`src/rtl/c2p_pkg.sv`:
```
// ----------------------------------------------------------------------------
// c2p_pkg
// Shared constants, types and the arctangent table for the Cartesian-to-polar
// converter.
// ----------------------------------------------------------------------------
package c2p_pkg;

    // Defaults for the top-level parameters
    localparam int SAMPLE_WIDTH_DEF  = 16;
    localparam int CORDIC_STAGES_DEF = 18;

    // Angle accumulator: unsigned turns, 2^TURN_BITS = one full turn
    localparam int TURN_BITS  = 24;
    // Fraction bits below the sample LSB in the rotation datapath
    localparam int GUARD_BITS = 24;
    // Entries in the arctangent table, also the cap on rotation stages
    localparam int ATAN_LEN   = 32;
    // Headroom bits above the scaled sample (negation, CORDIC gain, sqrt 2)
    localparam int HEAD_BITS  = 3;

    localparam int THETA_WIDTH  = 16;
    localparam int RADIUS_WIDTH = 16;

    // APB port
    localparam int APB_DATA_WIDTH = 32;
    localparam int CFG_ADDR_WIDTH = 3;

    localparam logic [THETA_WIDTH-1:0] THETA_MAX_RESET = 16'd255;

    typedef logic [TURN_BITS-1:0] t_turns;

    // Register index codes
    typedef enum logic [CFG_ADDR_WIDTH-3:0] {
        REG_THETA_MAX = 1'b0
    } t_cfg_reg;

    localparam t_turns TURN_ZERO    = '0;
    localparam t_turns TURN_QUARTER = t_turns'(1 << (TURN_BITS - 2));
    localparam t_turns TURN_HALF    = t_turns'(1 << (TURN_BITS - 1));
    localparam t_turns TURN_3QUART  = t_turns'(3 << (TURN_BITS - 2));

    // round(atan(2^-i) * 2^24 / (2*pi))
    localparam t_turns ATAN_TURNS [ATAN_LEN] = '{
        24'd2097152, 24'd1238021, 24'd654136, 24'd332050,
        24'd166669,  24'd83416,   24'd41718,  24'd20860,
        24'd10430,   24'd5215,    24'd2608,   24'd1304,
        24'd652,     24'd326,     24'd163,    24'd81,
        24'd41,      24'd20,      24'd10,     24'd5,
        24'd3,       24'd1,       24'd1,      24'd0,
        24'd0,       24'd0,       24'd0,      24'd0,
        24'd0,       24'd0,       24'd0,      24'd0
    };

    // Axis override: angle fixed without the rotation result
    typedef struct packed {
        logic   forced;
        t_turns forced_turns;
    } t_sel;

endpackage

```
`src/rtl/c2p_prep.sv`:
```
// ----------------------------------------------------------------------------
// c2p_prep
// Two front stages: squares of |x| and |y|, then axis detection, half-plane
// pre-rotation, guard-bit scaling and the sum of squares.
// ----------------------------------------------------------------------------
module c2p_prep
    import c2p_pkg::*;
#(
    parameter int SW = SAMPLE_WIDTH_DEF,
    parameter int W  = SAMPLE_WIDTH_DEF + GUARD_BITS + HEAD_BITS
) (
    input  logic                i_clk,
    input  logic                i_rst_n,
    // upstream
    input  logic                i_valid,
    output logic                o_ready,
    input  logic signed [SW-1:0] i_x,
    input  logic signed [SW-1:0] i_y,
    // downstream
    output logic                o_valid,
    input  logic                i_ready,
    output logic signed [W-1:0] o_x,
    output logic signed [W-1:0] o_y,
    output t_turns              o_z,
    output t_sel                o_sel,
    output logic [SW+1:0]       o_rem,
    output logic [SW-1:0]       o_root,
    output logic [2*SW-1:0]     o_nsq
);

    // ---- stage A: squares
    logic                 r_a_v;
    logic signed [SW-1:0] r_a_x, r_a_y;
    logic [2*SW-1:0]      r_a_sqx, r_a_sqy;
    logic [SW-1:0]        n_ax, n_ay;
    logic [2*SW-1:0]      n_axw, n_ayw;
    logic                 a_ready;

    // ---- stage B: pre-rotation
    logic                 r_b_v;
    logic signed [W-1:0]  r_b_x, r_b_y;
    t_turns               r_b_z;
    t_sel                 r_b_sel;
    logic [2*SW-1:0]      r_b_nsq;
    logic signed [W-1:0]  n_cx, n_cy;
    t_turns               n_z;
    t_sel                 n_sel;
    logic                 b_ready;

    // two's complement negate gives the right unsigned magnitude at the minimum
    assign n_ax  = i_x[SW-1] ? SW'(-i_x) : SW'(i_x);
    assign n_ay  = i_y[SW-1] ? SW'(-i_y) : SW'(i_y);
    assign n_axw = {{SW{1'b0}}, n_ax};
    assign n_ayw = {{SW{1'b0}}, n_ay};

    assign a_ready = !r_a_v || b_ready;
    assign o_ready = a_ready;

    always_ff @(posedge i_clk) begin
        if (!i_rst_n) begin
            r_a_v <= 1'b0;
        end else if (a_ready) begin
            r_a_v <= i_valid;
        end
    end

    always_ff @(posedge i_clk) begin
        if (a_ready && i_valid) begin
            r_a_x   <= i_x;
            r_a_y   <= i_y;
            r_a_sqx <= n_axw * n_axw;
            r_a_sqy <= n_ayw * n_ayw;
        end
    end

    always_comb begin
        n_cx = {{(W-SW-GUARD_BITS){r_a_x[SW-1]}}, r_a_x, {GUARD_BITS{1'b0}}};
        n_cy = {{(W-SW-GUARD_BITS){r_a_y[SW-1]}}, r_a_y, {GUARD_BITS{1'b0}}};
        n_z  = TURN_ZERO;
        if (r_a_x[SW-1]) begin
            n_cx = -n_cx;
            n_cy = -n_cy;
            n_z  = TURN_HALF;
        end

        n_sel.forced       = 1'b0;
        n_sel.forced_turns = TURN_ZERO;
        if (r_a_y == '0) begin
            n_sel.forced       = 1'b1;
            n_sel.forced_turns = r_a_x[SW-1] ? TURN_HALF : TURN_ZERO;
        end else if (r_a_x == '0) begin
            n_sel.forced       = 1'b1;
            n_sel.forced_turns = r_a_y[SW-1] ? TURN_3QUART : TURN_QUARTER;
        end
    end

    assign b_ready = !r_b_v || i_ready;

    always_ff @(posedge i_clk) begin
        if (!i_rst_n) begin
            r_b_v <= 1'b0;
        end else if (b_ready) begin
            r_b_v <= r_a_v;
        end
    end

    always_ff @(posedge i_clk) begin
        if (b_ready && r_a_v) begin
            r_b_x   <= n_cx;
            r_b_y   <= n_cy;
            r_b_z   <= n_z;
            r_b_sel <= n_sel;
            r_b_nsq <= r_a_sqx + r_a_sqy;
        end
    end

    assign o_valid = r_b_v;
    assign o_x     = r_b_x;
    assign o_y     = r_b_y;
    assign o_z     = r_b_z;
    assign o_sel   = r_b_sel;
    assign o_nsq   = r_b_nsq;
    // square root recurrence starts from zero
    assign o_rem   = '0;
    assign o_root  = '0;

endmodule

```
`config.mk`:
```
export PLATFORM = sky130hd
export DESIGN_NAME = c2p_prep
export DESIGN_NICKNAME = d
export VERILOG_FILES = /design/src/rtl/c2p_pkg.sv /design/src/rtl/c2p_prep.sv
export SDC_FILE = /design/constraint.sdc
export NUM_CORES = 1
export LEC_CHECK = 0
export BUFFER_PORTS_ARGS = -buffer_cell sky130_fd_sc_hd__buf_2
export CORE_MARGIN = 2
export CORE_UTILIZATION = 30
export CTS_CLUSTER_SIZE = 28
export DETAILED_ROUTE_END_ITERATION = 8
export PLACE_DENSITY = 0.46
export SETUP_SLACK_MARGIN = 0.05
export SLEW_MARGIN = 30
export SYNTH_ARGS = -nofsm -noshare
export SYNTH_HDL_FRONTEND = slang
export SYNTH_SLANG_ARGS = --single-unit
```
`constraint.sdc`:
```
create_clock -name i_clk -period 8.9 [get_ports i_clk]
set_clock_uncertainty 0.05 [all_clocks]
set_input_delay 0.89 -clock i_clk [delete_from_list [all_inputs] [get_ports i_clk]]
set_output_delay 0.89 -clock i_clk [all_outputs]
set_load 0.02 [all_outputs]
```
==> flow_summary.toml <==
[detailed_routing]
remaining_drc_errors = 0
detail_route.wirelength_mm = 54.3
detail-route-antenna-nets = 0
detail_route.vias_per_cell = 4.49
dr_total_vias = 15600
avg_wl_per_cell_microns = 15.6
drt_first_pass_iters = 5
first_iteration_detailed_routing_drc_count = 915

[worst_setup_path]
worstSetupEndpointType = "register"
crit_type = "in -> reg"
worstPathArrival_ps = 8180
timing.critical_path.required_ps = 9050
cp-start-kind = "input port"
critical_path.max_fanout = 6

[cells_and_area]
final_cell_count_no_fill = 3475
finish.net_count = 3077
flow.area_growth_from_synthesis_pct = 9.51
num-fill-cells = 7881
layout_commonest_cell = "sky130_fd_sc_hd__inv_1"
postLayoutCoreUtil = 0.331
mostFrequentLayoutCells = "sky130_fd_sc_hd__inv_1 (473), sky130_fd_sc_hd__fa_1 (329), sky130_fd_sc_hd__ha_1 (228)"
insertedDiodeCount = 0
post_route_cells_drive_above_1_share = 0.0897

[placement]
numPortBuffers = 111
numPlacedInstances = 3443
detailedPlacementHpwl_mm = 46.4
place.gp.congestion = 0.855

[sta]
unrepaired_setup_endpoints_after_global_routing = "no"
worst_pin_slew_ps = 931
max_slew_margin = 0.375
period_share = 0.902
timing_hold_violations_final = 0
achievable-frequency_mhz = 125
final.min_clock_period_ps = 8030
setup-violations-final = 0
report.final.slew_viol_count = 0
totalNegativeSetupSlack_ps = 0

[die]
placeableCoreArea_sq_um = 75800
ioPinCount = 239
die_x_microns = 280
die_h_microns = 280
die_area_sq_um = 78600
initial_core_util = 0.302
std_cell_rows = 101

[grt]
global_route_wire_length_before_repair_mm = 88.3
grt_pass1_vias = 16600
largest_net_degree_at_the_start_of_global_routing = 75
initial_antenna_violation_count = 0
global_route.overflow_total = 0
gr-usage-all-layers = 0.144

[logic_synthesis]
ys_seq_area_frac = 0.219
synthesis.area_sq_um = 22900
synth_top_family_by_area = "adder cells"
number_of_enable_flip_flop_cells_after_synthesis = 166
synth_cells = 2316
synth_seq_cells = 168
yosysUniqueCellTypes = 72
synth-main-ff-cell = "sky130_fd_sc_hd__edfxtp_1"
ys_async_sr_fraction = 0
yosysWarnings = 0
synth_mux_area_frac = 0.00186
yosys.area_share.adder = 0.412
synth-compound-area-share = 0.0835
synthSimpleGateAreaFrac = 0.0976
synth_xor_area_frac = 0.0574
syn_area_per_cell_sq_um = 9.89

[clocking]
cts_root_buffer = "sky130_fd_sc_hd__clkbuf_16"
ctsHtreeMaxLevel = 4
cts_post_setup_buffers_inserted = 0
post_cts_repair_resize_count = 0
clock-sinks = 168
cts_tree = "done"
ctsHoldBuffers = 0
clock_tree.buffer_depth = 2
clock_latency_ps = 450
tritoncts.num_buffers = 17
path_clk_slew_ps = 70

[flow_run]
maxCapViolCount = 0

[run_status]
result_of_the_run = "finished, final reports clean"

[min_path]
hold_path_class = "reg -> reg"
layer usage:
| layer | vias to the layer above | part of all wire | global-route usage |
|---|---|---|---|
| li1 | 7459 | - | - |
| met1 | 7796 | 0.44 | 0.189 |
| met2 | 304 | 0.50 | 0.248 |
| met3 | 35 | 0.050 | 0.0265 |
| met4 | 0 | 0.012 | 0.0307 |
| met5 | - | 0 | 0 |
per-stage QoR:
step	hold slack (ps)	setup slack, ps	cell area [sq um]
2_1_floorplan	374	775	23500
4_1_cts	494	910	25100
6_report	487	875	25100
3_3_place_gp	444	512	24600
5_1_grt	526	428	25100
3_5_place_dp	478	441	24600
logic make-up (layout without fill, tap and decap cells):
group | Yosys count | after routing
buf+inv | 651 | 682
other cells | 2 | 152
flops | 168 | 168
compound gates | 294 | 294
fa+ha+maj | 557 | 557
mux | 4 | 4
xor+xnor | 148 | 148
simple gates | 492 | 492
registers in the layout (all words and copies together) (netlist names), 3 cells and up:
name and cells:
o_nsq 32, o_sel 3, o_x 19, o_y 19, r_a_sqx 30, r_a_sqy 30
r_a_x 16, r_a_y 16
cell usage after synthesis (4+ instances only):
| cell | instances | area, sq um |
|---|---|---|
| sky130_fd_sc_hd__nand3_1 | 18 | 90.1 |
| sky130_fd_sc_hd__or3_1 | 17 | 106 |
| sky130_fd_sc_hd__o21ai_0 | 63 | 315 |
| sky130_fd_sc_hd__fa_1 | 329 | 6590 |
| sky130_fd_sc_hd__buf_4 | 127 | 953 |
| sky130_fd_sc_hd__a21o_1 | 36 | 270 |
| sky130_fd_sc_hd__nand2_1 | 187 | 702 |
| sky130_fd_sc_hd__inv_2 | 7 | 26.3 |
| sky130_fd_sc_hd__nor2_1 | 162 | 608 |
| sky130_fd_sc_hd__o21a_1 | 17 | 128 |
| sky130_fd_sc_hd__ha_1 | 228 | 2850 |
| sky130_fd_sc_hd__nand4_1 | 10 | 62.6 |
| sky130_fd_sc_hd__clkbuf_1 | 35 | 131 |
| sky130_fd_sc_hd__o21bai_1 | 11 | 82.6 |
| sky130_fd_sc_hd__a211o_1 | 4 | 35.0 |
| sky130_fd_sc_hd__o211ai_1 | 6 | 45.0 |
| sky130_fd_sc_hd__and2_1 | 15 | 93.8 |
| sky130_fd_sc_hd__inv_1 | 473 | 1780 |
| sky130_fd_sc_hd__nor3_1 | 23 | 115 |
| sky130_fd_sc_hd__or4_1 | 7 | 52.6 |
| sky130_fd_sc_hd__a21oi_1 | 78 | 390 |
| sky130_fd_sc_hd__xnor2_1 | 102 | 893 |
| sky130_fd_sc_hd__a21boi_0 | 4 | 30.0 |
| sky130_fd_sc_hd__nand2b_1 | 15 | 93.8 |
| sky130_fd_sc_hd__edfxtp_1 | 166 | 4980 |
| sky130_fd_sc_hd__xor2_1 | 45 | 394 |
| sky130_fd_sc_hd__o31ai_1 | 17 | 128 |
| sky130_fd_sc_hd__a31o_2 | 4 | 35.0 |
| sky130_fd_sc_hd__o41ai_1 | 8 | 70.1 |
| sky130_fd_sc_hd__a31oi_1 | 9 | 56.3 |
| sky130_fd_sc_hd__nor2b_1 | 12 | 75.1 |
| sky130_fd_sc_hd__a211oi_1 | 13 | 97.6 |
| sky130_fd_sc_hd__clkinv_1 | 6 | 22.5 |
| sky130_fd_sc_hd__and3_1 | 5 | 31.3 |
worst max-delay path: stages:
cell                      delay [ps]
sky130_fd_sc_hd__buf_2           120
sky130_fd_sc_hd__or4_4           540
sky130_fd_sc_hd__or3_1           400
sky130_fd_sc_hd__o21ai_0         340
sky130_fd_sc_hd__xor2_1          480
sky130_fd_sc_hd__nor2_1          160
sky130_fd_sc_hd__fa_1            540
sky130_fd_sc_hd__fa_1            520
sky130_fd_sc_hd__fa_1            510
sky130_fd_sc_hd__fa_1            540
sky130_fd_sc_hd__fa_1            560
sky130_fd_sc_hd__inv_1            60
sky130_fd_sc_hd__fa_1            530
sky130_fd_sc_hd__inv_1            40
sky130_fd_sc_hd__ha_1            360
sky130_fd_sc_hd__a21oi_1         170
sky130_fd_sc_hd__o21ai_0         160
sky130_fd_sc_hd__a21oi_1         230
sky130_fd_sc_hd__o21ai_0         130
sky130_fd_sc_hd__o21a_1          230
sky130_fd_sc_hd__a311o_1         350
sky130_fd_sc_hd__a21oi_1         180
sky130_fd_sc_hd__xnor2_1         110
cell type report:
class                      instances  area (sq um)  area share
multi-input combinational       1647         15500       0.619
sequential                       168          5020       0.200
inverter                         486          1820      0.0727
tap                              978          1220      0.0488
timing repair buffer             164           961      0.0383
clock buffer                      18           429      0.0171
clock inverter                    14          98.8     0.00394
final timing paths:
kind         slack, ps       start           to  depth (start not counted)
max                870      i_y[7]  r_a_sqy[31]                         23
min                490       r_a_v      o_valid                          1
max reg2reg       5590  r_a_sqx[2]    o_nsq[30]                         11
min reg2reg        490       r_a_v      o_valid                          1
Power is not shown: default switching activity piles up to over one toggle a cycle in this logic, so the estimate is an artifact.
