===== config.mk =====
export PLATFORM = sky130hd
export DESIGN_NAME = c2p_post
export DESIGN_NICKNAME = d
export VERILOG_FILES = /design/src/rtl/c2p_pkg.sv /design/src/rtl/c2p_post.sv
export SDC_FILE = /design/constraint.sdc
export NUM_CORES = 1
export LEC_CHECK = 0
export BUFFER_PORTS_ARGS = -buffer_cell sky130_fd_sc_hd__buf_2
export CAP_MARGIN = 20
export CORE_MARGIN = 4
export CORE_UTILIZATION = 50
export DETAILED_ROUTE_END_ITERATION = 8
export GPL_TIMING_DRIVEN = 0
export PLACE_DENSITY_LB_ADDON = 0.12
export REMOVE_ABC_BUFFERS = 1
export SLEW_MARGIN = 10
export SYNTH_ARGS = -nofsm -noshare
export SYNTH_HDL_FRONTEND = slang
export SYNTH_SLANG_ARGS = --single-unit
export TNS_END_PERCENT = 1

===== constraint.sdc =====
create_clock -name i_clk -period 7.51 [get_ports i_clk]
set_input_delay 1.502 -clock i_clk [delete_from_list [all_inputs] [get_ports i_clk]]
set_output_delay 1.502 -clock i_clk [all_outputs]
set_load 0.02 [all_outputs]

===== src/rtl/c2p_pkg.sv =====
// ----------------------------------------------------------------------------
// c2p_pkg
// Shared constants, types and the arctangent table for the Cartesian-to-polar
// converter.
// ----------------------------------------------------------------------------
package c2p_pkg;

    // Defaults for the top-level parameters
    localparam int SAMPLE_WIDTH_DEF  = 16;
    localparam int CORDIC_STAGES_DEF = 18;

    // Angle accumulator: unsigned turns, 2^TURN_BITS = one full turn
    localparam int TURN_BITS  = 24;
    // Fraction bits below the sample LSB in the rotation datapath
    localparam int GUARD_BITS = 24;
    // Entries in the arctangent table, also the cap on rotation stages
    localparam int ATAN_LEN   = 32;
    // Headroom bits above the scaled sample (negation, CORDIC gain, sqrt 2)
    localparam int HEAD_BITS  = 3;

    localparam int THETA_WIDTH  = 16;
    localparam int RADIUS_WIDTH = 16;

    // APB port
    localparam int APB_DATA_WIDTH = 32;
    localparam int CFG_ADDR_WIDTH = 3;

    localparam logic [THETA_WIDTH-1:0] THETA_MAX_RESET = 16'd255;

    typedef logic [TURN_BITS-1:0] t_turns;

    // Register index codes
    typedef enum logic [CFG_ADDR_WIDTH-3:0] {
        REG_THETA_MAX = 1'b0
    } t_cfg_reg;

    localparam t_turns TURN_ZERO    = '0;
    localparam t_turns TURN_QUARTER = t_turns'(1 << (TURN_BITS - 2));
    localparam t_turns TURN_HALF    = t_turns'(1 << (TURN_BITS - 1));
    localparam t_turns TURN_3QUART  = t_turns'(3 << (TURN_BITS - 2));

    // round(atan(2^-i) * 2^24 / (2*pi))
    localparam t_turns ATAN_TURNS [ATAN_LEN] = '{
        24'd2097152, 24'd1238021, 24'd654136, 24'd332050,
        24'd166669,  24'd83416,   24'd41718,  24'd20860,
        24'd10430,   24'd5215,    24'd2608,   24'd1304,
        24'd652,     24'd326,     24'd163,    24'd81,
        24'd41,      24'd20,      24'd10,     24'd5,
        24'd3,       24'd1,       24'd1,      24'd0,
        24'd0,       24'd0,       24'd0,      24'd0,
        24'd0,       24'd0,       24'd0,      24'd0
    };

    // Axis override: angle fixed without the rotation result
    typedef struct packed {
        logic   forced;
        t_turns forced_turns;
    } t_sel;

endpackage


===== src/rtl/c2p_post.sv =====
// ----------------------------------------------------------------------------
// c2p_post
// Output stage: axis override, scaling of turns by theta_max, radius clamp or
// widening, and the result register.
// ----------------------------------------------------------------------------
module c2p_post
    import c2p_pkg::*;
#(
    parameter int SW = SAMPLE_WIDTH_DEF
) (
    input  logic                    i_clk,
    input  logic                    i_rst_n,
    input  logic                    i_valid,
    output logic                    o_ready,
    input  t_turns                  i_z,
    input  t_sel                    i_sel,
    input  logic [SW-1:0]           i_root,
    input  logic [THETA_WIDTH-1:0]  i_theta_max,
    output logic                    o_valid,
    input  logic                    i_ready,
    output logic [THETA_WIDTH-1:0]  o_theta,
    output logic [RADIUS_WIDTH-1:0] o_radius
);

    localparam int PROD_WIDTH = TURN_BITS + THETA_WIDTH;

    logic                    r_v;
    logic [THETA_WIDTH-1:0]  r_theta;
    logic [RADIUS_WIDTH-1:0] r_radius;

    t_turns                  angle;
    logic [PROD_WIDTH-1:0]   n_prod;
    logic [RADIUS_WIDTH-1:0] n_radius;

    assign angle  = i_sel.forced ? i_sel.forced_turns : i_z;
    assign n_prod = PROD_WIDTH'(angle) * PROD_WIDTH'(i_theta_max);

    generate
        if (SW > RADIUS_WIDTH) begin : g_clamp
            assign n_radius = (|i_root[SW-1:RADIUS_WIDTH]) ? '1
                                                           : i_root[RADIUS_WIDTH-1:0];
        end else begin : g_widen
            assign n_radius = RADIUS_WIDTH'(i_root);
        end
    endgenerate

    assign o_ready = !r_v || i_ready;

    always_ff @(posedge i_clk) begin
        if (!i_rst_n) begin
            r_v <= 1'b0;
        end else if (o_ready) begin
            r_v <= i_valid;
        end
    end

    always_ff @(posedge i_clk) begin
        if (o_ready && i_valid) begin
            r_theta  <= n_prod[PROD_WIDTH-1:TURN_BITS];
            r_radius <= n_radius;
        end
    end

    assign o_valid  = r_v;
    assign o_theta  = r_theta;
    assign o_radius = r_radius;

endmodule


==> flow_summary.yaml, run 1 <==
die:
  initial_core_util_pct: 51.1
  ios: 119
  row_count: 59
  die_y_um: 171
  dieArea_um2: 29400
  core_area_um2: 26100
  die_x_um: 171
cts:
  cts_root_buf: "clkbuf_16"
  clk_path_buf_depth: 2
  cts_made_buffers: 5
  clock_sinks: 33
  postCtsHoldBufs: 0
  clkTransAtPathRegs_ns: 0.05
  clock_latency_ns: 0.27
  htreeDepth: 2
  cts_tree: "built"
grt:
  grt_pass1_vias: 10509
  grt_use_total_pct: 22.5
  grt.overflow.total: 0
  antenna_found_initial: 0
  grt_pass1_wl_mm: 52.7
  grt_max_degree: 33
drt:
  wire_per_inst_um: 17.1
  ant_nets: 0
  first_pass_iters: 4
  vias: 9949
  drc: 0
  drt_iter0_drc: 449
  viasPerCell: 5.24
  wl_mm: 32.4
synth:
  ys_seq_elements: 33
  synth-seq-area-share_pct: 7.35
  synth_warnings: 0
  syn_area_um2: 13400
  synthFlopType: "edfxtp_1"
  ys_types: 51
  syn_inst: 1460
  synth_edf_count: 32
  syn_area_per_cell_um2: 9.15
  synthArstFlopShare_pct: 0
place:
  routabilityCongestion: 0.833
  numPlacedInstances: 1846
  dp_hpwl_mm: 25.1
  io_buffers: 118
sta:
  finalCritPeriodShare_pct: 97.1
  hold_violations: 0
  finClkSkew_ns: 0.00505
  period_needed_ns: 7.29
  final_max_slew_viol_count: 0
  rsz0062_at_grt: "false"
  maxSlewHeadroom_pct: 50.1
  hold_slack_ns: 0.524
  worstMarginPinSlew_ns: 0.748
  setup_viol: 0
  tns_ns: 0
  fmax_mhz: 137
run_status:
  status: "finished clean"
layout:
  finalNetCount: 2061
  utilization_pct: 56.6
  syn2layout_area_growth_pct: 10.8
  finalNonFillerCells: 1897
  fill_cells: 2432
  drive_gt1_share_pct: 13.3
  diodes: 0
setup_path:
  crit_top_cell: "fa_1"
  crit_type: "in2reg"
  cp.arrival_ns: 7.30
  crit_fanout: 12
  slowest_delay_ns: 0.54
  path_cells: "clkbuf_16 -> mux2_4 -> buf_12 -> and2_1 -> fa_1 -> fa_1 -> fa_1 -> fa_1 -> fa_1 -> inv_1 -> fa_1 -> inv_1 -> ha_1 -> nand4_1 -> or3_1 -> nor2_1 -> nand4_1 -> o2111a_2 -> nor2_2 -> a31oi_2 -> xnor2_1"
  cp_top_family: "adder cells"
  path_buf_inv: 4
  startpoint_type: "input port"
  crit_required_ns: 7.52
  end_kind: "flip-flop"
  crit_path_top_delay_cell: "fa_1"
flow_run:
  cap_violations: 0
hold_path:
  hold_class: "reg2reg"
[per-stage QoR]
step | worst slack, ns | instance area, µm²
3_3_place_gp | -0.651 | 14100
3_5_place_dp | -0.672 | 14100
6_report | 0.220 | 14800
5_1_grt | 0.00115 | 14800
4_1_cts | 0.0178 | 14300
2_1_floorplan | 0.364 | 13100
[cells in the mapped netlist, drive strengths merged (9+ instances only)]
cell	number	share of area (%)
inv	349	9.8
nand3	9	0.34
xnor2	11	0.72
a21oi	25	0.99
a21o	15	0.84
mux2	24	2.1
nand2	233	6.6
ha	109	10
clkbuf	65	1.8
o21ai	17	0.67
and2	170	8.0
nor2	22	0.66
fa	305	46
edfxtp	32	7.2
[layer usage]
layer	track usage [%]	wire length, µm	vias up
met1	28.6	13000	5192
met4	4.27	518	0
met2	42.4	17800	199
met5	0	0	-
met3	1.61	1040	40
li1	-	-	4518
[area by class of cell]
type	instances	area [µm²]	share of cell area, %
multi-input combinational	1011	10900	73.7
inverter	349	1310	8.85
timing repair buffer	162	1050	7.07
sequential	33	981	6.63
tap	335	419	2.83
clock buffer	6	129	0.871
clock inverter	1	3.75	0.0254
[flip-flops by register name (all words and copies together) (netlist names)]
register and count:
o_radius 16, o_theta 16, o_valid 1
[timing repair]
item / 4_1_cts / 5_1_grt
setup buffers: 5 / 38
pin swaps: 0 / 3
resized for setup: 17 / 25
setup endpoints to repair: 16 / 14
cloned: 0 / 1
[cells in the final DEF (no fill, tap or decap), types with 2 or more instances in the layout]
cell / count
a211o_1: 6
a211oi_1: 5
a21o_1: 15
a21oi_1: 23
a21oi_2: 2
a31oi_1: 3
and2_1: 169
buf_12: 5
buf_2: 108
buf_4: 38
clkbuf_16: 6
clkbuf_4: 9
edfxtp_1: 32
fa_1: 304
ha_1: 109
inv_1: 349
mux2_4: 24
nand2_1: 232
nand2b_1: 5
nand3_1: 8
nand4_1: 6
nor2_1: 19
nor2_2: 3
nor2b_1: 6
nor3_1: 4
o2111ai_1: 2
o211ai_1: 3
o21a_1: 5
o21ai_0: 10
o21ai_1: 5
o21ai_2: 2
o21bai_1: 3
xnor2_1: 11
xor2_1: 7
[worst reg2reg max path: stages, from the launching register on]
cell      delay (ns)
dfxtp_1         0.30
nand2b_1        0.09
and2_2          0.64
[logic make-up (layout without fill, tap and decap cells)]
| family | after synthesis | count (layout) | synth area share, % |
|---|---|---|---|
| and+or+nand+nor | 459 | 459 | 16.7 |
| buffers and inverters | 416 | 518 | 11.8 |
| adders and majority gates | 414 | 414 | 55.9 |
| AOI/OAI and AO/OA | 95 | 95 | 4.89 |
| DFF | 33 | 33 | 7.35 |
| muxes | 25 | 25 | 2.16 |
| xor gates and xnor gates | 18 | 18 | 1.18 |
[final timing paths]
path	to	cells past startpoint	startpoint	slack (ns)
worst min register to register	o_valid	2	o_valid	0.52
worst min-delay path	o_valid	2	o_valid	0.52
worst max register to register	o_theta[2]	2	o_valid	6.09
worst max-delay path	o_theta[13]	21	i_sel[24]	0.22
Power of run 1 is left out: the tool's default activity adds up to more than one toggle a clock period on the data nets, which glitch-free logic cannot reach.
==> run 2, diff against run 1 <==
==> constraint.sdc (replaced) <==
create_clock -name i_clk -period 7.51 [get_ports i_clk]
set_input_delay 0 -clock i_clk [delete_from_list [all_inputs] [get_ports i_clk]]
set_output_delay 0 -clock i_clk [all_outputs]
set_load 0.02 [all_outputs]
==> run 2 against run 1 <==
Compared with the run above: final cell count decreased by 1.4%; worst hold slack lost 0.14 ns; critical path type unchanged; global-route usage up 0.11 points; sequential share of layout area up 0.18 points; flip-flop and latch count unchanged; critical endpoint is now o_theta[10].
==> flow_summary.yaml, run 2 (same netlist as run 1, synthesis figures left out) <==
run_status:
  status: "finished clean"
place:
  dp_hpwl_mm: 25.1
  routabilityCongestion: 0.833
  io_buffers: 118
  placed_cell_area_um2: 14100
setup_path:
  rr_worst_depth: 2
  r2r_setup_slack_ns: 6.07
  timing.rr.end: "o_radius[15]"
  end_kind: "flip-flop"
  crit_type: "in2reg"
  cp.arrival_ns: 6.40
  reg2reg_from: "o_valid"
  crit_required_ns: 7.51
  crit_fanout: 24
  startpoint_type: "input port"
drt:
  drt_iter0_drc: 436
  vias: 9867
  viasPerCell: 5.27
  drc: 0
  wire_per_inst_um: 16.9
  wl_mm: 31.7
  ant_nets: 0
  first_pass_iters: 5
sta:
  finalCritPeriodShare_pct: 85.2
  rsz0062_at_grt: "false"
  period_needed_ns: 6.40
  hold_violations: 0
  maxSlewHeadroom_pct: 51.6
  finClkSkew_ns: 0.00488
  fmax_mhz: 156
  setup_viol: 0
  tns_ns: 0
  worstMarginPinSlew_ns: 0.726
  final_max_slew_viol_count: 0
layout:
  seq_area_um2: 981
  mostFrequentLayoutCell: "inv_1"
  fill_cells: 2483
  diodes: 0
  layout_common_cells: "inv_1, fa_1, nand2_1"
  multi_input_area_um2: 10800
  syn2layout_area_growth_pct: 7.95
  final_area_um2: 14400
  drive_gt1_share_pct: 10.4
  finalNetCount: 2035
hold_path:
  hold_class: "in2out"
  hold_start: "i_ready"
  min_to: "o_ready"
  worstHoldPathCells: 3
die:
  core_area_um2: 26100
  initial_core_util_pct: 51.1
  die_y_um: 171
  row_count: 59
  ios: 119
  dieArea_um2: 29400
  die_x_um: 171
grt:
  grt.overflow.total: 0
  grt_max_degree: 33
  grt_use_total_pct: 22.6
  antenna_found_initial: 0
  grt_pass1_vias: 10652
  grt_pass1_wl_mm: 52.9
cts:
  clock_sinks: 33
  clk_path_buf_depth: 2
  cts_tree: "built"
  cts_root_buf: "clkbuf_16"
  htreeDepth: 2
  clock_latency_ns: 0.27
  clkTransAtPathRegs_ns: 0.05
  cts_made_buffers: 5
  cts_setup_buffers: 0
flow_run:
  cap_violations: 0
-- run 2: per-layer routing --
metal | vias to the layer above | wire (µm) | track usage [%]
li1 | 4465 | - | -
met4 | 0 | 617 | 5.10
met2 | 201 | 17500 | 42.5
met5 | - | 0 | 0
met1 | 5149 | 12600 | 28.4
met3 | 52 | 1040 | 1.59
-- run 2: critical path, cell delays in order --
cell and delay, ns:
buf_2 0.42, mux2_2 0.58, and2_1 0.25, fa_1 0.53
inv_1 0.05, fa_1 0.39, fa_1 0.54, inv_1 0.05
fa_1 0.53, fa_1 0.50, inv_1 0.05, fa_1 0.48
inv_1 0.04, ha_1 0.31, a211o_1 0.27, a211o_1 0.31
a221oi_2 0.35, nand4_1 0.16, nand2_2 0.16, o21ai_2 0.08
a31oi_1 0.22, xnor2_1 0.10
-- run 2: per-stage QoR --
stage	std cells	setup WS [ns]	utilization, %	hold WS (ns)
after floorplan	1393	1.87	-	0.0989
after global placement	1846	0.851	54.0	0.177
after detailed placement	1846	0.830	54.0	0.178
after CTS	1871	1.10	55.2	0.365
after global routing	1871	0.811	55.2	0.419
final	1871	1.11	55.2	0.386
-- run 2: how the worst max path moves through the flow --
stage	from	endpoint	slack [ns]	depth (start not counted)
after floorplan	i_sel[24]	o_theta[14]	1.87	21
after global placement	i_sel[24]	o_theta[14]	0.85	22
after detailed placement	i_sel[24]	o_theta[10]	0.83	22
after CTS	i_sel[24]	o_theta[10]	1.10	22
after global routing	i_sel[24]	o_theta[14]	0.81	22
final	i_sel[24]	o_theta[10]	1.11	22
-- run 2: repair_timing --
| item | in CTS | in global routing |
|---|---|---|
| hold endpoints to repair | 17 | 0 |
| hold buffers | 18 | 0 |
| resized for setup | 0 | 0 |
| endpoints found under the setup margin | 0 | 0 |
-- run 2: final cells by class --
type	count	share of cell area, %
timing repair buffer	136	5.35
clock inverter	1	0.0260
clock buffer	6	0.894
tap	335	2.91
multi-input combinational	1011	74.9
sequential	33	6.80
inverter	349	9.09
Power of run 2 is left out for the same reason.
