### src/rtl/c2p_pkg.sv
// ----------------------------------------------------------------------------
// c2p_pkg
// Shared constants, types and the arctangent table for the Cartesian-to-polar
// converter.
// ----------------------------------------------------------------------------
package c2p_pkg;

    // Defaults for the top-level parameters
    localparam int SAMPLE_WIDTH_DEF  = 16;
    localparam int CORDIC_STAGES_DEF = 18;

    // Angle accumulator: unsigned turns, 2^TURN_BITS = one full turn
    localparam int TURN_BITS  = 24;
    // Fraction bits below the sample LSB in the rotation datapath
    localparam int GUARD_BITS = 24;
    // Entries in the arctangent table, also the cap on rotation stages
    localparam int ATAN_LEN   = 32;
    // Headroom bits above the scaled sample (negation, CORDIC gain, sqrt 2)
    localparam int HEAD_BITS  = 3;

    localparam int THETA_WIDTH  = 16;
    localparam int RADIUS_WIDTH = 16;

    // APB port
    localparam int APB_DATA_WIDTH = 32;
    localparam int CFG_ADDR_WIDTH = 3;

    localparam logic [THETA_WIDTH-1:0] THETA_MAX_RESET = 16'd255;

    typedef logic [TURN_BITS-1:0] t_turns;

    // Register index codes
    typedef enum logic [CFG_ADDR_WIDTH-3:0] {
        REG_THETA_MAX = 1'b0
    } t_cfg_reg;

    localparam t_turns TURN_ZERO    = '0;
    localparam t_turns TURN_QUARTER = t_turns'(1 << (TURN_BITS - 2));
    localparam t_turns TURN_HALF    = t_turns'(1 << (TURN_BITS - 1));
    localparam t_turns TURN_3QUART  = t_turns'(3 << (TURN_BITS - 2));

    // round(atan(2^-i) * 2^24 / (2*pi))
    localparam t_turns ATAN_TURNS [ATAN_LEN] = '{
        24'd2097152, 24'd1238021, 24'd654136, 24'd332050,
        24'd166669,  24'd83416,   24'd41718,  24'd20860,
        24'd10430,   24'd5215,    24'd2608,   24'd1304,
        24'd652,     24'd326,     24'd163,    24'd81,
        24'd41,      24'd20,      24'd10,     24'd5,
        24'd3,       24'd1,       24'd1,      24'd0,
        24'd0,       24'd0,       24'd0,      24'd0,
        24'd0,       24'd0,       24'd0,      24'd0
    };

    // Axis override: angle fixed without the rotation result
    typedef struct packed {
        logic   forced;
        t_turns forced_turns;
    } t_sel;

endpackage

### src/rtl/c2p_apb.sv
// ----------------------------------------------------------------------------
// c2p_apb
// APB register file: holds theta_max.
// ----------------------------------------------------------------------------
module c2p_apb
    import c2p_pkg::*;
(
    input  logic                      i_clk,
    input  logic                      i_rst_n,
    input  logic                      psel,
    input  logic                      penable,
    input  logic                      pwrite,
    input  logic [CFG_ADDR_WIDTH-1:0] paddr,
    input  logic [APB_DATA_WIDTH-1:0] pwdata,
    output logic [APB_DATA_WIDTH-1:0] prdata,
    output logic                      pready,
    output logic [THETA_WIDTH-1:0]    o_theta_max
);

    logic [THETA_WIDTH-1:0] r_theta_max;
    logic                   sel_theta_max;

    assign sel_theta_max = (paddr[CFG_ADDR_WIDTH-1:2] == REG_THETA_MAX);

    always_ff @(posedge i_clk) begin
        if (!i_rst_n) begin
            r_theta_max <= THETA_MAX_RESET;
        end else if (psel && penable && pwrite && sel_theta_max) begin
            r_theta_max <= pwdata[THETA_WIDTH-1:0];
        end
    end

    assign pready      = 1'b1;
    assign prdata      = sel_theta_max ? APB_DATA_WIDTH'(r_theta_max) : '0;
    assign o_theta_max = r_theta_max;

endmodule

### config.mk
export PLATFORM = sky130hd
export DESIGN_NAME = c2p_apb
export DESIGN_NICKNAME = d
export VERILOG_FILES = /design/src/rtl/c2p_pkg.sv /design/src/rtl/c2p_apb.sv
export SDC_FILE = /design/constraint.sdc
export NUM_CORES = 1
export LEC_CHECK = 0
export BUFFER_PORTS_ARGS = -buffer_cell sky130_fd_sc_hd__buf_2
export CAP_MARGIN = 20
export CORE_MARGIN = 4
export CORE_UTILIZATION = 30
export CTS_BUF_LIST = sky130_fd_sc_hd__clkbuf_8
export CTS_CLUSTER_DIAMETER = 50
export DETAILED_ROUTE_END_ITERATION = 12
export GPL_ROUTABILITY_DRIVEN = 1
export GPL_TIMING_DRIVEN = 0
export HOLD_SLACK_MARGIN = 0.08
export PLACE_DENSITY = 0.72
export SLEW_MARGIN = 20
export SYNTH_ARGS = -nofsm -noshare
export SYNTH_HDL_FRONTEND = slang
export SYNTH_SLANG_ARGS = --single-unit
### constraint.sdc
create_clock -name i_clk -period 0.8 [get_ports i_clk]
set_clock_uncertainty 0.05 [all_clocks]
set_input_delay 0.12 -clock i_clk [delete_from_list [all_inputs] [get_ports i_clk]]
set_output_delay 0.12 -clock i_clk [all_outputs]
set_load 0.02 [all_outputs]
==> results of run 1 <==
cells in the mapped netlist:
library cell   n
buf_6          1
buf_4         17
conb_1         2
nor2b_1       26
and4b_1        1
clkbuf_1       4
mux2i_1       16
and2b_2        6
buf_12         1
dfxtp_1       16
nand2_1       16
critical path: stages (launching register included):
cell	delay (ps)
dfxtp_2	330
and2b_2	190
buf_6	130
worst min-delay path by stage:
stage                      end  slack (ps)  cells past startpoint
6_report        o_theta_max[1]          80                      3
2_1_floorplan  o_theta_max[13]         200                      2
3_5_place_dp   o_theta_max[12]         320                      3
5_1_grt         o_theta_max[6]          90                      3
3_3_place_gp   o_theta_max[11]         310                      3
4_1_cts         o_theta_max[1]          70                      3
per-stage QoR:
stage          setup TNS, ps  worst slack, ps  instance area [sq um]  hold WS [ps]  std cells
6_report               -6710             -269                   2030          76.9        253
3_3_place_gp           -8480             -395                   1400           315        218
4_1_cts                -6490             -261                   1920          74.4        243
3_5_place_dp           -8740             -398                   1400           324        218
5_1_grt                -8330             -292                   2030          90.9        253
2_1_floorplan          -1720             -110                   1080           205        121
cell type report:
class                   count  area [sq um]
fillers                   233           995
repair buffers             84           811
flip-flops and latches     16           343
plain buffers              23           185
multi-input cells          82           584
well taps                  44          55.1
clock buffers               4          55.1
per-layer routing:
layer,up-vias,share of wire,global-route usage
met4,0,0.024,0.0422
li1,500,-,-
met1,442,0.33,0.149
met2,48,0.56,0.262
met3,6,0.085,0.0422
met5,-,0,0
kinds of logic after synthesis:
| kind of cell | Yosys count |
|---|---|
| simple gates | 49 |
| mux | 16 |
| flops | 16 |
| buf+inv | 23 |
| other cells | 2 |
where the power goes:
part | switching, mW | leakage (nW) | internal [mW]
logic | 0.291 | 0.806 | 0.344
registers | 0.0151 | 0.130 | 0.815
clock network | 0.276 | 0.0288 | 0.436
total | 0.582 | 0.965 | 1.60
repair_timing:
item	4_1_cts	5_1_grt
hold endpoints to repair	13	0
buffers inserted	12	11
resized for setup	83	13
hold buffers	8	0
setup endpoints to repair	42	48
gates cloned	1	0
==> reports/metrics.yaml, run 1 <==
drtPass1Iterations: 2
critPathLaunch: "o_theta_max[13]"
wl_mm: 3.16
crit_type: "reg2out"
period_needed_ps: 1070
ir_drop_uv: 896
globalRouteTotalUtil: 0.140
via_count: 996
root_buffer: "clkbuf_8"
r2r_end: "o_theta_max[3]"
violations: "setup timing"
insertion_delay_ps: 250
cts_tree: "yes"
cts_buffers: 3
layout_common_cells: "buf_6 (45), buf_4 (25), buf_2 (20)"
grt_pass1_wl_mm: 4.44
powerDensity_nw_per_um2: 1070
hold_path_class: "in2reg"
cts_buffer_depth: 2
avgSynthCellArea_sq_um: 8.94
final_common_cell: "buf_6"
synth-compound-area-share: 0
n_antenna_cell: 0
synth.yosys.seq_area_share: 0.338
die_h_um: 64.2
status: "finished, violations left"
p_leak_nw: 0.965
min-delay-start: "pwdata[1]"
start_util: 0.313
end_kind: "primary output"
antenna_found_initial: 0
via_per_inst: 3.94
reg2reg_depth: 4
dieArea_sq_um: 4120
syn_to_final_growth_pct: 115
synth-xor-area-share: 0
fp.dieW_um: 64.2
endpoint: "prdata[13]"
yosys_register_bits: 16
grt_max_degree: 11
synth_warnings: 0
hold_viol_final: 0
ios: 89
fin_nets: 250
syn_area_sq_um: 947
drv_cap: 0
clkTransAtPathRegs_ps: 60
route.detailed.drc: 0
drt_iter0_drc: 8
h-tree-depth: 1
gp_congestion: 0.663
hpwl_mm: 1.78
final_layout_size_suffix_gt1_frac: 0.636
start_kind: "flip-flop"
setup_ws_ps: -269
r2r_start: "o_theta_max[3]"
r2r_slack_ps: -50
detail-route-antenna-nets: 0
fin_util: 0.671
largest_reg_flops: 16
setup_viol: 45
grt_overflow: 0
worstPathRequired_ps: 630
grt_pass1_vias: 949
rsz0062_at_grt: "yes"
finalPower_mw: 2.18
synthMuxAreaShare: 0.169
synthAdderAreaFrac: 0
synth.top_cell.area_share: 0.338
synth_top_family_by_area: "simple AND/OR/NAND/NOR gates"
drv_slew: 0
routedWlPerCell_um: 12.5
synthTopCellsByArea: "dfxtp_1 (34%), nor2b_1 (17%), mux2i_1 (17%)"
max_freq_mhz: 935
synthSimpleGateAreaFrac: 0.301
cp_data_arrival_time_ps: 900
netlist_instances: 106
cp_max_fo: 2
io_buffers: 53
synth.distinct_cells: 11
synth_top_cell_by_area: "dfxtp_1"
cts.sinks: 16
core_area_sq_um: 3030
fin_crit_sh: 1.34
rows: 20
(Power assumes the default switching activity.)
==> run 2: changes to the inputs <==
--- a/config.mk
+++ b/config.mk
@@ -7,15 +7,17 @@
 export LEC_CHECK = 0
 export BUFFER_PORTS_ARGS = -buffer_cell sky130_fd_sc_hd__buf_2
 export CAP_MARGIN = 20
+export CELL_PAD_IN_SITES_DETAIL_PLACEMENT = 1
+export CELL_PAD_IN_SITES_GLOBAL_PLACEMENT = 1
 export CORE_MARGIN = 4
-export CORE_UTILIZATION = 30
+export CORE_UTILIZATION = 22
 export CTS_BUF_LIST = sky130_fd_sc_hd__clkbuf_8
 export CTS_CLUSTER_DIAMETER = 50
 export DETAILED_ROUTE_END_ITERATION = 12
 export GPL_ROUTABILITY_DRIVEN = 1
 export GPL_TIMING_DRIVEN = 0
 export HOLD_SLACK_MARGIN = 0.08
-export PLACE_DENSITY = 0.72
+export PLACE_DENSITY = 0.79
 export SLEW_MARGIN = 20
 export SYNTH_ARGS = -nofsm -noshare
 export SYNTH_HDL_FRONTEND = slang
==> constraint.sdc (replaced) <==
create_clock -name i_clk -period 0.8 [get_ports i_clk]
set_clock_uncertainty 0.05 [all_clocks]
set_input_delay 0.08 -clock i_clk [delete_from_list [all_inputs] [get_ports i_clk]]
set_output_delay 0.08 -clock i_clk [all_outputs]
set_load 0.02 [all_outputs]
==> run 2 against run 1 <==
Compared with the run above:
- the flow still finishes with violations (setup timing)
- global-route usage fell by 2.5 points
- wire length rose by 1.6%
- first-iteration DRC count rose by 130%
- register-to-register slack improved by 40 ps
- clock-buffer cell count did not move
==> reports/metrics.yaml, run 2 (synthesis gave the netlist of run 1 again) <==
largest_reg_flops: 16
power_switching_mw: 0.592
detail-route-antenna-nets: 0
setup_ws_ps: -235
grt_overflow: 0
cts.sinks: 16
route.detailed.drc: 0
p_int_mw: 1.58
swShare: 0.273
core_area_sq_um: 4090
start_kind: "flip-flop"
root_buffer: "clkbuf_8"
fillerInstances: 472
drtPass1Iterations: 2
syn_to_final_growth_pct: 107
powerDensity_nw_per_um2: 1110
max_freq_mhz: 966
fin_area_sq_um: 1960
min-delay-start: "pwdata[5]"
drv_cap: 0
gp_congestion: 0.675
cts_buffers: 3
seq_power_share: 0.384
ios: 89
dieArea_sq_um: 5420
ir_drop_uv: 659
end_kind: "primary output"
antenna_found_initial: 0
hold_viol_final: 0
wl_mm: 3.22
worst_hold_slack_ps: 44.1
slowest_delay_ps: 330
crit_type: "reg2out"
setup-tns-final_ps: -4800
grt_pass1_wl_mm: 4.87
n_antenna_cell: 0
io_buffers: 53
crit_buf_inv: 1
insertion_delay_ps: 250
h-tree-depth: 1
critPathLaunch: "o_theta_max[13]"
cts_tree: "yes"
grt_pass1_vias: 1016
routedWlPerCell_um: 12.9
p_leak_nw: 0.921
status: "finished, violations left"
grt_max_degree: 11
fin_nets: 241
final_common_cell: "buf_6"
worstPathRequired_ps: 670
rsz0062_at_grt: "yes"
hpwl_mm: 2.12
final_layout_size_suffix_gt1_frac: 0.635
power_frac_comb: 0.282
hold_path_class: "in2reg"
period_needed_ps: 1040
layout_common_cells: "buf_6 (45), buf_4 (21), conb_1 (17), buf_2 (17)"
setup_viol: 35
cts_buffer_depth: 2
globalRouteTotalUtil: 0.115
clkTransAtPathRegs_ps: 70
holdBufCountCts: 8
placement.cell_area_sq_um: 1410
rows: 23
critPathTopFamily: "flip-flops"
fp.dieW_um: 73.6
drv_slew: 0
via_per_inst: 3.86
start_util: 0.232
via_count: 964
cpMaxStageDelayCell: "dfxtp_2"
crit_chain: "and2b_2 -> buf_6"
cp_max_fo: 2
die_h_um: 73.6
violations: "setup timing"
r2r_start: "o_theta_max[3]"
fin_crit_sh: 1.29
drt_iter0_drc: 18
p_clk_frac: 0.334
cp_data_arrival_time_ps: 910
-- run 2: changes by cell type in the layout (fill, tap and decap cells not counted) --
cell | before | now
buf_4 | 25 | 21
buf_12 | 4 | 1
buf_2 | 20 | 17
nand2_1 | 16 | 14
nand2_2 | 0 | 2
buf_16 | 0 | 1
clkbuf_1 | 2 | 1
clkbuf_2 | 1 | 2
clkbuf_4 | 0 | 1
clkbuf_8 | 5 | 4
dfxtp_2 | 15 | 16
dfxtp_4 | 1 | 0
-- run 2: power by group through the flow --
stage	combinational (mW)	clock, mW	sequential [mW]
after detailed placement	0.461	0	0.846
after global routing	0.661	0.781	0.835
after global placement	0.455	0	0.845
after CTS	0.584	0.742	0.832
after floorplan	0.311	0	0.866
final	0.612	0.726	0.833
-- run 2: through the flow --
stage                     total power [mW]   util  worst slack, ps  cells
after global routing                  2.28  0.480             -274    250
after global placement                1.30  0.344             -337    224
final                                 2.17  0.480             -235    250
after detailed placement              1.31  0.344             -346    224
after floorplan                       1.18      -            -70.3    121
after CTS                             2.16  0.452             -218    244
-- run 2: final cells by class --
cell class	instances	area, sq um	share of cell area
Timing Repair Buffer	75	733	0.374
Multi-Input combinational cell	82	589	0.301
Sequential cell	16	340	0.174
Buffer	23	180	0.0919
Tap cell	50	62.6	0.0319
Clock buffer	4	55.1	0.0281
-- run 2: final timing paths --
check                                      end  slack [ps]  cells after the start
worst min-delay path            o_theta_max[5]          40                      3
worst min register to register  o_theta_max[9]         430                      2
worst max-delay path                prdata[13]        -240                      2
worst max register to register  o_theta_max[3]         -10                      3
-- run 2: worst min-delay path: stages --
cell	delay, ps
buf_2	70
nor2b_1	30
mux2i_1	110
-- run 2: timing repair --
item / CTS / global route
buffers inserted: 7 / 10
endpoints found under the setup margin: 42 / 48
gates cloned: 1 / 0
hold endpoints to repair: 16 / 2
gates resized for setup: 79 / 22
-- run 2: routing by layer --
| metal | part of all wire | track usage |
|---|---|---|
| met5 | 0 | 0 |
| met3 | 0.063 | 0.0192 |
| met4 | 0.0096 | 0.0362 |
| met1 | 0.37 | 0.131 |
| met2 | 0.55 | 0.216 |
==> run 3: changes to the inputs <==
--- a/config.mk
+++ b/config.mk
@@ -9,15 +9,16 @@
 export CAP_MARGIN = 20
 export CELL_PAD_IN_SITES_DETAIL_PLACEMENT = 1
 export CELL_PAD_IN_SITES_GLOBAL_PLACEMENT = 1
+export CORE_ASPECT_RATIO = 0.8
 export CORE_MARGIN = 4
-export CORE_UTILIZATION = 22
-export CTS_BUF_LIST = sky130_fd_sc_hd__clkbuf_8
+export CORE_UTILIZATION = 26
+export CTS_BUF_LIST = sky130_fd_sc_hd__clkbuf_4 sky130_fd_sc_hd__clkbuf_8
 export CTS_CLUSTER_DIAMETER = 50
 export DETAILED_ROUTE_END_ITERATION = 12
 export GPL_ROUTABILITY_DRIVEN = 1
 export GPL_TIMING_DRIVEN = 0
 export HOLD_SLACK_MARGIN = 0.08
-export PLACE_DENSITY = 0.79
+export PLACE_DENSITY = 0.87
 export SLEW_MARGIN = 20
 export SYNTH_ARGS = -nofsm -noshare
 export SYNTH_HDL_FRONTEND = slang
==> constraint.sdc (replaced) <==
create_clock -name i_clk -period 1.3 [get_ports i_clk]
set_clock_uncertainty 0.05 [all_clocks]
set_input_delay 0.13 -clock i_clk [delete_from_list [all_inputs] [get_ports i_clk]]
set_output_delay 0.13 -clock i_clk [all_outputs]
set_load 0.02 [all_outputs]
==> run 3 against run 2 <==
Compared with the run above:
- the run now ends clean
- via count down 7.9%
- cell area down 28%
- final cell count shrank 11%
- clock-buffer cell count unchanged
- register-to-register slack gained 610 ps
- combinational power fell by 55%
- sequential power fell by 39%
- first-iteration DRC count up 56%
- hold slack improved by 40 ps
- largest power group unchanged
==> reports/metrics.yaml, run 3 (synthesis gave the netlist of run 1 again) <==
status: "completed"
r2r_slack_ps: 600
grt_max_degree: 11
multi_input_area_sq_um: 509
fp.dieW_um: 75.5
fillerInstances: 453
dieArea_sq_um: 4680
max_freq_mhz: 875
drv_cap: 0
start_util: 0.273
rows: 19
reg2reg_depth: 2
die_h_um: 62.0
largest_reg_flops: 16
core_area_sq_um: 3470
setup_ws_ps: 157
holdBufCountCts: 3
gp_congestion: 0.723
h-tree-depth: 1
cp_data_arrival_time_ps: 960
routedWlPerCell_um: 11.4
cts_setup_buffers: 0
clkTransAtPathRegs_ps: 60
placement.cell_area_sq_um: 1320
start_kind: "input port"
rsz0062_at_grt: "no"
ir_drop_uv: 346
fin_nets: 222
via_count: 888
layout.area.seq_sq_um: 320
grt_pass1_wl_mm: 3.98
via_per_inst: 3.98
dp_cells: 216
insertion_delay_ps: 240
hold_path_class: "in2reg"
io_buffers: 53
cts_buffer_depth: 2
globalRouteTotalUtil: 0.113
layout_common_cells: "buf_2 (53), nor2b_1 (26), buf_4 (17), conb_1 (17)"
grt_pass1_vias: 876
hold_viol_final: 0
hpwl_mm: 2.08
final_layout_size_suffix_gt1_frac: 0.453
grt_overflow: 0
fin_area_sq_um: 1410
setup-tns-final_ps: 0
end_kind: "primary output"
cts_buffers: 3
syn_to_final_growth_pct: 48.5
drtPass1Iterations: 2
ios: 89
p_leak_nw: 0.697
powerDensity_nw_per_um2: 870
cts.sinks: 16
wl_mm: 2.55
hold_depth: 3
cts_tree: "yes"
whs_endpoint: "o_theta_max[14]"
r2r_start: "o_theta_max[9]"
worstPathRequired_ps: 1120
setup_viol: 0
detail-route-antenna-nets: 0
n_antenna_cell: 0
root_buffer: "clkbuf_8"
cts_resized: 0
dp_slack_ps: 101
worst_hold_slack_ps: 83.6
cp_max_fo: 10
drv_slew: 0
r2r_end: "o_theta_max[9]"
route.detailed.drc: 0
final_common_cell: "buf_2"
period_needed_ps: 1140
fin_crit_sh: 0.879
min-delay-start: "pwdata[14]"
drt_iter0_drc: 28
antenna_found_initial: 0
instances_no_fill: 223
crit_type: "in2out"
-- run 3: cell types whose count changed in the layout (fill, tap and decap cells not counted), moves of 4 or more --
| cell | before | now |
|---|---|---|
| buf_6 | 45 | 1 |
| buf_2 | 17 | 53 |
| dfxtp_1 | 0 | 16 |
| dfxtp_2 | 16 | 0 |
| nor2b_1 | 16 | 26 |
| nor2b_4 | 10 | 0 |
| dlygate4sd3_1 | 8 | 3 |
| buf_4 | 21 | 17 |
-- run 3: per-stage QoR --
| step | power [mW] | utilization |
|---|---|---|
| 6_report | 1.22 | 0.405 |
| 5_1_grt | 1.29 | 0.405 |
| 4_1_cts | 1.24 | 0.405 |
| 3_5_place_dp | 0.786 | 0.381 |
| 3_3_place_gp | 0.783 | 0.381 |
| 2_1_floorplan | 0.708 | - |
-- run 3: cell type report --
| cell class | instances | area share |
|---|---|---|
| buffer | 23 | 0.124 |
| clock buffer | 4 | 0.0391 |
| multi-input combinational | 82 | 0.362 |
| sequential | 16 | 0.228 |
| tap | 42 | 0.0374 |
| timing repair buffer | 56 | 0.210 |
-- run 3: worst max path at each step --
stage | startpoint | end | slack [ps] | cells past startpoint
2_1_floorplan | o_theta_max[4] | prdata[4] | 310 | 1
3_3_place_gp | paddr[2] | o_theta_max[8] | 140 | 5
3_5_place_dp | paddr[2] | o_theta_max[0] | 100 | 5
4_1_cts | paddr[2] | prdata[7] | 150 | 4
5_1_grt | paddr[2] | prdata[7] | 50 | 4
6_report | paddr[2] | prdata[7] | 160 | 4
-- run 3: where the power goes --
group | switching (mW) | internal (mW) | leakage (nW) | total [mW]
Combinational | 0.152 | 0.122 | 0.539 | 0.274
Clock | 0.173 | 0.268 | 0.0288 | 0.441
Sequential | 0.00744 | 0.501 | 0.130 | 0.509
-- run 3: critical path: stages --
cell	delay (ps)
buf_2	160
clkbuf_1	390
nor2b_1	100
buf_2	180
-- run 3: layer usage --
layer  wire [um]  global-route usage
met5           0                   0
met4           6              0.0224
met3         270              0.0273
met2        1090               0.196
met1        1180               0.144
